$ cat src/rtl/core/cfsh_pkg.sv
// Shared constants and types for the case-folding string hash.
`timescale 1ns / 1ps

package cfsh_pkg;

    // Hash constants
    localparam logic [31:0] GOLDEN     = 32'h9e37_79b9;
    localparam logic [31:0] SEED_RESET = 32'h0000_0805;

    // Bytes per block, queue depth and mix length
    localparam int BLOCK_BYTES = 12;
    localparam int QUEUE_DEPTH = 2;
    localparam int MIX_STEPS   = 9;
    localparam int STEP_W      = $clog2(MIX_STEPS);

    // One job from the front to the back: word adds plus control
    typedef struct packed {
        logic [31:0] add_a;
        logic [31:0] add_b;
        logic [31:0] add_c;
        logic [31:0] len;    // string length, used on the final job
        logic [31:0] seed;   // initial c word, used on the first job
        logic        blk;    // a full block is carried
        logic        fin;    // last item of the string
        logic        first;  // first job of the string
    } t_job;

    // Back-end sequencer states
    typedef enum logic [1:0] {
        BK_IDLE,
        BK_MIX,
        BK_LEN,
        BK_EMIT
    } t_back_state;

endpackage

$ cat src/rtl/core/cfsh_front.sv
// Front end: case folding, block gathering, length count and job build.
`timescale 1ns / 1ps

module cfsh_front (
    input  logic              i_clk,
    input  logic              i_rst_n,
    input  logic              i_seed_we,
    input  logic [31:0]       i_seed_wdata,
    input  logic              i_valid,
    output logic              o_stall,
    input  logic [7:0]        i_data_byte,
    input  logic              i_byte_present,
    input  logic              i_is_last,
    input  logic              i_full,
    output logic              o_push,
    output cfsh_pkg::t_job    o_job
);
    import cfsh_pkg::*;

    logic [31:0] r_seed;
    logic [31:0] r_str_seed;
    logic [7:0]  r_bytes [BLOCK_BYTES];
    logic [3:0]  r_fill;
    logic [31:0] r_len;
    logic        r_started;
    logic        r_job_sent;

    logic [7:0]  ch;
    logic [7:0]  merged [BLOCK_BYTES];
    logic [7:0]  masked [BLOCK_BYTES];
    logic        blk;
    logic [3:0]  cnt;
    logic [31:0] n_len;
    logic        accept;

    // Fold A..Z to a..z
    always_comb begin
        if (i_data_byte >= 8'h41 && i_data_byte <= 8'h5a) begin
            ch = i_data_byte + 8'h20;
        end else begin
            ch = i_data_byte;
        end
    end

    // Block complete on the twelfth byte
    assign blk    = i_byte_present && (r_fill == 4'(BLOCK_BYTES - 1));
    assign cnt    = blk ? 4'(BLOCK_BYTES) : (r_fill + 4'(i_byte_present));
    assign n_len  = r_len + 32'(i_byte_present);
    assign accept = i_valid && !i_full;
    assign o_stall = i_full;
    assign o_push  = accept && (blk || i_is_last);

    // Current byte merged into the block, bytes past the count zeroed
    always_comb begin
        for (int i = 0; i < BLOCK_BYTES; i++) begin
            merged[i] = (i_byte_present && r_fill == 4'(i)) ? ch : r_bytes[i];
            masked[i] = (4'(i) < cnt) ? merged[i] : 8'h00;
        end
    end

    // Job word: full block little-endian, or tail with c's low byte left free
    always_comb begin
        o_job.add_a = {masked[3], masked[2], masked[1], masked[0]};
        o_job.add_b = {masked[7], masked[6], masked[5], masked[4]};
        if (blk) begin
            o_job.add_c = {masked[11], masked[10], masked[9], masked[8]};
        end else begin
            o_job.add_c = {masked[10], masked[9], masked[8], 8'h00};
        end
        o_job.len   = n_len;
        o_job.seed  = r_started ? r_str_seed : r_seed;
        o_job.blk   = blk;
        o_job.fin   = i_is_last;
        o_job.first = !r_job_sent;
    end

    // Byte store
    always_ff @(posedge i_clk) begin
        if (accept && i_byte_present) begin
            r_bytes[r_fill] <= ch;
        end
    end

    // Seed register and string control
    always_ff @(posedge i_clk) begin
        if (!i_rst_n) begin
            r_seed     <= SEED_RESET;
            r_fill     <= '0;
            r_len      <= '0;
            r_started  <= 1'b0;
            r_job_sent <= 1'b0;
        end else begin
            if (i_seed_we) begin
                r_seed <= i_seed_wdata;
            end
            if (accept) begin
                if (i_is_last) begin
                    r_fill     <= '0;
                    r_len      <= '0;
                    r_started  <= 1'b0;
                    r_job_sent <= 1'b0;
                end else if (i_byte_present) begin
                    r_fill    <= blk ? 4'd0 : r_fill + 4'd1;
                    r_len     <= n_len;
                    r_started <= 1'b1;
                    if (blk) begin
                        r_job_sent <= 1'b1;
                    end
                end
            end
        end
    end

    // Seed latched at the first byte of a string
    always_ff @(posedge i_clk) begin
        if (accept && i_byte_present && !r_started) begin
            r_str_seed <= r_seed;
        end
    end

endmodule

$ cat src/rtl/core/cfsh_queue.sv
// Short job queue between the front end and the mixing back end.
`timescale 1ns / 1ps

module cfsh_queue #(
    parameter int DEPTH = cfsh_pkg::QUEUE_DEPTH
) (
    input  logic              i_clk,
    input  logic              i_rst_n,
    input  logic              i_push,
    input  cfsh_pkg::t_job    i_job,
    output logic              o_full,
    input  logic              i_pop,
    output logic              o_valid,
    output cfsh_pkg::t_job    o_job
);
    import cfsh_pkg::*;

    localparam int PTR_W = (DEPTH > 1) ? $clog2(DEPTH) : 1;
    localparam int CNT_W = $clog2(DEPTH + 1);

    t_job             r_mem [DEPTH];
    logic [PTR_W-1:0] r_wr;
    logic [PTR_W-1:0] r_rd;
    logic [CNT_W-1:0] r_cnt;
    logic             do_push;
    logic             do_pop;

    assign o_full  = (r_cnt == CNT_W'(DEPTH));
    assign o_valid = (r_cnt != '0);
    assign o_job   = r_mem[r_rd];
    assign do_push = i_push && !o_full;
    assign do_pop  = i_pop && o_valid;

    // Entry storage
    always_ff @(posedge i_clk) begin
        if (do_push) begin
            r_mem[r_wr] <= i_job;
        end
    end

    // Pointers and count
    always_ff @(posedge i_clk) begin
        if (!i_rst_n) begin
            r_wr  <= '0;
            r_rd  <= '0;
            r_cnt <= '0;
        end else begin
            if (do_push) begin
                r_wr <= (r_wr == PTR_W'(DEPTH - 1)) ? '0 : r_wr + PTR_W'(1);
            end
            if (do_pop) begin
                r_rd <= (r_rd == PTR_W'(DEPTH - 1)) ? '0 : r_rd + PTR_W'(1);
            end
            if (do_push && !do_pop) begin
                r_cnt <= r_cnt + CNT_W'(1);
            end else if (do_pop && !do_push) begin
                r_cnt <= r_cnt - CNT_W'(1);
            end
        end
    end

endmodule

$ cat src/rtl/core/cfsh_back.sv
// Back end: word adds, nine-step mix sequencer and hash output register.
`timescale 1ns / 1ps

module cfsh_back (
    input  logic              i_clk,
    input  logic              i_rst_n,
    input  logic              i_job_valid,
    input  cfsh_pkg::t_job    i_job,
    output logic              o_pop,
    output logic              o_valid,
    input  logic              i_stall,
    output logic [31:0]       o_hash_value
);
    import cfsh_pkg::*;

    t_back_state       r_state;
    t_back_state       n_state;
    logic [STEP_W-1:0] r_step;
    logic [31:0]       r_a;
    logic [31:0]       r_b;
    logic [31:0]       r_c;
    logic [31:0]       r_len;
    logic              r_fin;
    logic              r_two;
    logic              r_out_valid;
    logic [31:0]       r_hash;

    logic [31:0]       base_a;
    logic [31:0]       base_b;
    logic [31:0]       base_c;
    logic [31:0]       mix_a;
    logic [31:0]       mix_b;
    logic [31:0]       mix_c;
    logic              out_free;
    logic              last_step;
    logic              emit;

    assign out_free  = !r_out_valid || !i_stall;
    assign last_step = (r_step == STEP_W'(MIX_STEPS - 1));

    // Starting words: fresh string or carried state
    assign base_a = i_job.first ? GOLDEN : r_a;
    assign base_b = i_job.first ? GOLDEN : r_b;
    assign base_c = i_job.first ? i_job.seed : r_c;

    // One mix step per cycle: subtract, subtract, xor with shifted word
    always_comb begin
        mix_a = r_a;
        mix_b = r_b;
        mix_c = r_c;
        unique case (r_step)
            4'd0:    mix_a = (r_a - r_b - r_c) ^ (r_c >> 13);
            4'd1:    mix_b = (r_b - r_c - r_a) ^ (r_a << 8);
            4'd2:    mix_c = (r_c - r_a - r_b) ^ (r_b >> 13);
            4'd3:    mix_a = (r_a - r_b - r_c) ^ (r_c >> 12);
            4'd4:    mix_b = (r_b - r_c - r_a) ^ (r_a << 16);
            4'd5:    mix_c = (r_c - r_a - r_b) ^ (r_b >> 5);
            4'd6:    mix_a = (r_a - r_b - r_c) ^ (r_c >> 3);
            4'd7:    mix_b = (r_b - r_c - r_a) ^ (r_a << 10);
            4'd8:    mix_c = (r_c - r_a - r_b) ^ (r_b >> 15);
            default: mix_a = r_a;
        endcase
    end

    // Next state and handshake
    always_comb begin
        n_state = r_state;
        o_pop   = 1'b0;
        emit    = 1'b0;
        unique case (r_state)
            BK_IDLE: begin
                if (i_job_valid) begin
                    o_pop   = 1'b1;
                    n_state = BK_MIX;
                end
            end
            BK_MIX: begin
                if (last_step) begin
                    if (r_two) begin
                        n_state = BK_LEN;
                    end else if (r_fin) begin
                        n_state = BK_EMIT;
                    end else begin
                        n_state = BK_IDLE;
                    end
                end
            end
            BK_LEN: begin
                n_state = BK_MIX;
            end
            BK_EMIT: begin
                if (out_free) begin
                    emit    = 1'b1;
                    n_state = BK_IDLE;
                end
            end
            default: n_state = BK_IDLE;
        endcase
    end

    // State register
    always_ff @(posedge i_clk) begin
        if (!i_rst_n) begin
            r_state <= BK_IDLE;
        end else begin
            r_state <= n_state;
        end
    end

    // Working words and step counter
    always_ff @(posedge i_clk) begin
        if (!i_rst_n) begin
            r_step <= '0;
            r_fin  <= 1'b0;
            r_two  <= 1'b0;
        end else begin
            if (o_pop) begin
                r_a    <= base_a + i_job.add_a;
                r_b    <= base_b + i_job.add_b;
                r_c    <= base_c + i_job.add_c + (i_job.blk ? 32'd0 : i_job.len);
                r_len  <= i_job.len;
                r_fin  <= i_job.fin;
                r_two  <= i_job.blk && i_job.fin;
                r_step <= '0;
            end else if (r_state == BK_MIX) begin
                r_a    <= mix_a;
                r_b    <= mix_b;
                r_c    <= mix_c;
                r_step <= last_step ? '0 : r_step + STEP_W'(1);
            end else if (r_state == BK_LEN) begin
                r_c   <= r_c + r_len;
                r_two <= 1'b0;
            end
        end
    end

    // Output register
    always_ff @(posedge i_clk) begin
        if (!i_rst_n) begin
            r_out_valid <= 1'b0;
        end else if (emit) begin
            r_out_valid <= 1'b1;
        end else if (!i_stall) begin
            r_out_valid <= 1'b0;
        end
    end

    always_ff @(posedge i_clk) begin
        if (emit) begin
            r_hash <= r_c;
        end
    end

    assign o_valid      = r_out_valid;
    assign o_hash_value = r_hash;

endmodule

$ cat src/rtl/core/case_folding_string_hash.sv
// Top level of the case-folding string hash: front end, job queue, back end.
//
//   channel  dir  handshake          word
//   input    in   i_valid/o_stall    i_data_byte, i_byte_present, i_is_last
//   output   out  o_valid/i_stall    o_hash_value
//   seed     in   i_seed_we          i_seed_wdata
//
// One word is taken per cycle while the job queue has room; a full queue stalls
// every input word. A full block or a last item becomes a job: the back end loads
// it and runs the mix steps (and, when a last item also completes a block, adds
// the length and runs them again), then writes the hash into the output register
// once that register is free. The back end takes a new job only when it is idle,
// so a full queue leaves the input paced by the back end.
// Reset is synchronous, active low; seed resets to 0x805.
`timescale 1ns / 1ps

module case_folding_string_hash #(
    parameter int QUEUE_DEPTH = cfsh_pkg::QUEUE_DEPTH
) (
    input  logic        i_clk,
    input  logic        i_rst_n,
    input  logic        i_seed_we,
    input  logic [31:0] i_seed_wdata,
    input  logic        i_valid,
    output logic        o_stall,
    input  logic [7:0]  i_data_byte,
    input  logic        i_byte_present,
    input  logic        i_is_last,
    output logic        o_valid,
    input  logic        i_stall,
    output logic [31:0] o_hash_value
);
    import cfsh_pkg::*;

    t_job q_in;
    t_job q_out;
    logic q_push;
    logic q_full;
    logic q_valid;
    logic q_pop;

    cfsh_front u_front (
        .i_clk          (i_clk),
        .i_rst_n        (i_rst_n),
        .i_seed_we      (i_seed_we),
        .i_seed_wdata   (i_seed_wdata),
        .i_valid        (i_valid),
        .o_stall        (o_stall),
        .i_data_byte    (i_data_byte),
        .i_byte_present (i_byte_present),
        .i_is_last      (i_is_last),
        .i_full         (q_full),
        .o_push         (q_push),
        .o_job          (q_in)
    );

    cfsh_queue #(
        .DEPTH (QUEUE_DEPTH)
    ) u_queue (
        .i_clk   (i_clk),
        .i_rst_n (i_rst_n),
        .i_push  (q_push),
        .i_job   (q_in),
        .o_full  (q_full),
        .i_pop   (q_pop),
        .o_valid (q_valid),
        .o_job   (q_out)
    );

    cfsh_back u_back (
        .i_clk        (i_clk),
        .i_rst_n      (i_rst_n),
        .i_job_valid  (q_valid),
        .i_job        (q_out),
        .o_pop        (q_pop),
        .o_valid      (o_valid),
        .i_stall      (i_stall),
        .o_hash_value (o_hash_value)
    );

endmodule

$ cat config.mk
export PLATFORM = sky130hd
export DESIGN_NAME = case_folding_string_hash
export DESIGN_NICKNAME = d
export VERILOG_FILES = /design/src/rtl/core/cfsh_pkg.sv /design/src/rtl/core/cfsh_front.sv /design/src/rtl/core/cfsh_queue.sv /design/src/rtl/core/cfsh_back.sv /design/src/rtl/core/case_folding_string_hash.sv
export SDC_FILE = /design/constraint.sdc
export NUM_CORES = 2
export LEC_CHECK = 0
export ABC_AREA = 1
export BUFFER_PORTS_ARGS = -buffer_cell sky130_fd_sc_hd__clkbuf_2
export CORE_MARGIN = 2
export CORE_UTILIZATION = 50
export CTS_BUF_LIST = sky130_fd_sc_hd__clkbuf_16
export DETAILED_ROUTE_END_ITERATION = 10
export PLACE_DENSITY = 0.68
export SLEW_MARGIN = 15
export SYNTH_ARGS = -nofsm -noshare
export SYNTH_HDL_FRONTEND = slang
export SYNTH_HIERARCHICAL = 1
export SYNTH_SLANG_ARGS = --single-unit
$ cat constraint.sdc
create_clock -name i_clk -period 9.5 [get_ports i_clk]
set_input_delay 0.95 -clock i_clk [delete_from_list [all_inputs] [get_ports i_clk]]
set_output_delay 0.95 -clock i_clk [all_outputs]
set_load 0.02 [all_outputs]
==> run metrics <==
critical path class=flip-flop to flip-flop; Cell Area, Synth=49700 um2; Initial Util=50.5%; via count=45500; most common cell in the synthesized netlist=nand2_1; chip height=319 um; relative slew slack=25.8%; Synth Register Bits=between 600 and 700; clk root buf=clkbuf_16; Initial DRC Count=6421; die area=102000 um2; post-DP HPWL=160000 um; async set or reset register ratio after synthesis=0%; Worst Setup Start Kind=flip-flop; Yosys warnings=6; Bufs on Longest Clock Path=3; leading area contributor after synthesis=edfxtp_1; Final Non-Filler Cells=7612; drt via density=5.98; Seq/Total Area, Yosys=between 30% and 40%; placed cell count=7463; Final period util=53.1%; fmax=0.198 GHz; io pins=81; crit-path max FO=86; Hold Vio Cnt, Final=0; worst slack, placed=about 4500 ps; CTS tree=yes; NumNets Final=6666; clock period minus worst slack=5050 ps; Routed wire per std cell=between 20 and 30 um; largest net degree at the start of global routing=164; number of max-cap violations=0; top cells by count, synth=1655 x nand2_1, 685 x inv_1, 660 x nand3_1; RePlAce Congestion=1.04; clock net sink count=690; number of global-route vias before repair=41500; Hold Slack=461 ps; setup TNS=0 ps; Final setup viols=0; HP Class=flip-flop to flip-flop; Final WS setup=4450 ps; post-synth net total=6588; DRT antenna net count=0; area grow syn2layout=8.91%; DRC=0; DIE WIDTH=319 um; Skew-Pair Late Insertion Delay=670 ps; Hold Buf Count CTS=0; Worst-path clk slew=60 ps; Resize count post-CTS=0; CTS buffer count=77; main flop type after synthesis=edfxtp_1; ranking of synthesized cells by area=edfxtp_1 37%, nand2_1 12%, nand3_1 6.6%; number of synthesized flops with an enable pin=606; H-Tree Depth=3; setup bufs post-CTS=0; WL final=203000 um; port bufs=80; skew final=32.2 ps; crit end category=flip-flop; post-synth cell types=between 60 and 70; core box area=98600 um2; area share of the largest cell type after synthesis=36.6%; Syn Area/Cell=8.05 um2; Synth Instances=6177; pin slew with the least headroom to its limit=1110 ps; layout cell share with drive strength beyond 1=8.56%; outcome=finished, final reports clean; num rows=115; Critical Path AT=5460 ps; First-pass DRT Iterations=6; RSZ-0062 raised after global routing=false; initial antenna violation count=10; GRT Util Overall=39.0%; first-pass GRT wire length=288000 um; Worst Path Required=9910 ps; fin. max-slew vios=0; remaining global-route overflow=0
==> state kept, by name, summed over array words and instances (netlist names), 2 cells and up, named ones only <==
register and count:
u_front/r_len 32, u_queue/r_mem 326, u_front/r_str_seed 32, u_back/r_a 32
u_back/r_c 32, u_back/r_state 2, u_back/r_step 4, u_back/r_b 32
u_front/r_seed 32, u_back/o_hash_value 32, u_front/r_bytes 88, u_queue/r_cnt 2
u_front/r_fill 4, u_back/r_len 32
==> stage by stage <==
| step | area, um2 | util [%] |
|---|---|---|
| CTS | 54200 | 55.0 |
| floorplan | 49700 | - |
| global placement | 51600 | 52.4 |
| global route | 54200 | 55.0 |
| detailed placement | 51600 | 52.4 |
| finish | 54200 | 55.0 |
==> layer usage <==
metal | wire [um] | share of wire (%) | global-route usage (%) | vias to the layer above
met2 | 83300 | 41 | 56.1 | 2532
li1 | - | - | - | 20800
met4 | 11500 | 5.7 | 19.3 | 2
met5 | 12 | 0.0059 | 0 | -
met1 | 86400 | 43 | 55.7 | 21700
met3 | 21600 | 11 | 8.24 | 453
==> critical path: stages (launching register included) <==
cell and delay [ps]:
dfxtp_4 940, mux2_2 320, buf_4 730, o21ai_0 260, fa_1 540, ha_1 170
inv_1 60, fa_1 400, o21ai_1 310, a21oi_1 170, o21ai_1 330, nand2_1 90
nand2_1 110, a21boi_1 100, inv_1 60, nand2_1 50, nand3_1 70, nand2_1 60
==> cells by family (layout without fill, tap and decap cells) <==
logic type / after synthesis / count (layout) / synth area share, %
AOI/OAI and AO/OA: 887 / 887 / 9.63
xor gates and xnor gates: 113 / 113 / 2.07
adders and majority gates: 364 / 364 / 11.1
buffers and inverters: 857 / 1000 / 6.75
DFF: 690 / 690 / 40.0
muxes: 166 / 166 / 4.28
other: 0 / 5 / 0
and+or+nand+nor: 3100 / 3100 / 26.2
==> final timing paths <==
check | startpoint | end | slack [ps] | cells past startpoint
min reg2reg | u_front/r_seed[24] | u_front/r_str_seed[24] | 460 | 0
min | u_front/r_seed[24] | u_front/r_str_seed[24] | 460 | 0
max reg2reg | flip-flop | u_back/r_c[21] | 4450 | 17
max | flip-flop | u_back/r_c[21] | 4450 | 17
==> placed cells by master (no fill, tap or decap), drive strengths merged, types with 3 or more instances in the layout <==
| cell | count |
|---|---|
| a21boi | 10 |
| a21o | 32 |
| a21oi | 393 |
| a31oi | 11 |
| and2 | 11 |
| buf | 49 |
| bufinv | 6 |
| clkbuf | 158 |
| clkinv | 33 |
| clkinvlp | 6 |
| dfxtp | 84 |
| diode | 5 |
| edfxtp | 606 |
| fa | 128 |
| ha | 236 |
| inv | 748 |
| mux2 | 163 |
| mux2i | 3 |
| nand2 | 1684 |
| nand3 | 663 |
| nand3b | 19 |
| nand4 | 62 |
| nor2 | 586 |
| nor3 | 53 |
| nor4 | 6 |
| o211ai | 14 |
| o21a | 18 |
| o21ai | 368 |
| o21bai | 18 |
| o221ai | 7 |
| o22ai | 7 |
| or2 | 13 |
| xnor2 | 42 |
| xor2 | 71 |
==> layout make-up <==
class | instances | area (um2)
Antenna cell | 5 | 12.5
Clock buffer | 78 | 1950
Clock inverter | 66 | 599
Fill cell | 9246 | 44400
Inverter | 727 | 2730
Multi-Input combinational cell | 4630 | 26600
Sequential cell | 690 | 19900
Tap cell | 1287 | 1610
Timing Repair Buffer | 129 | 793
Power is not shown: default switching activity piles up to over one toggle a cycle in this logic, so the estimate is an artifact.
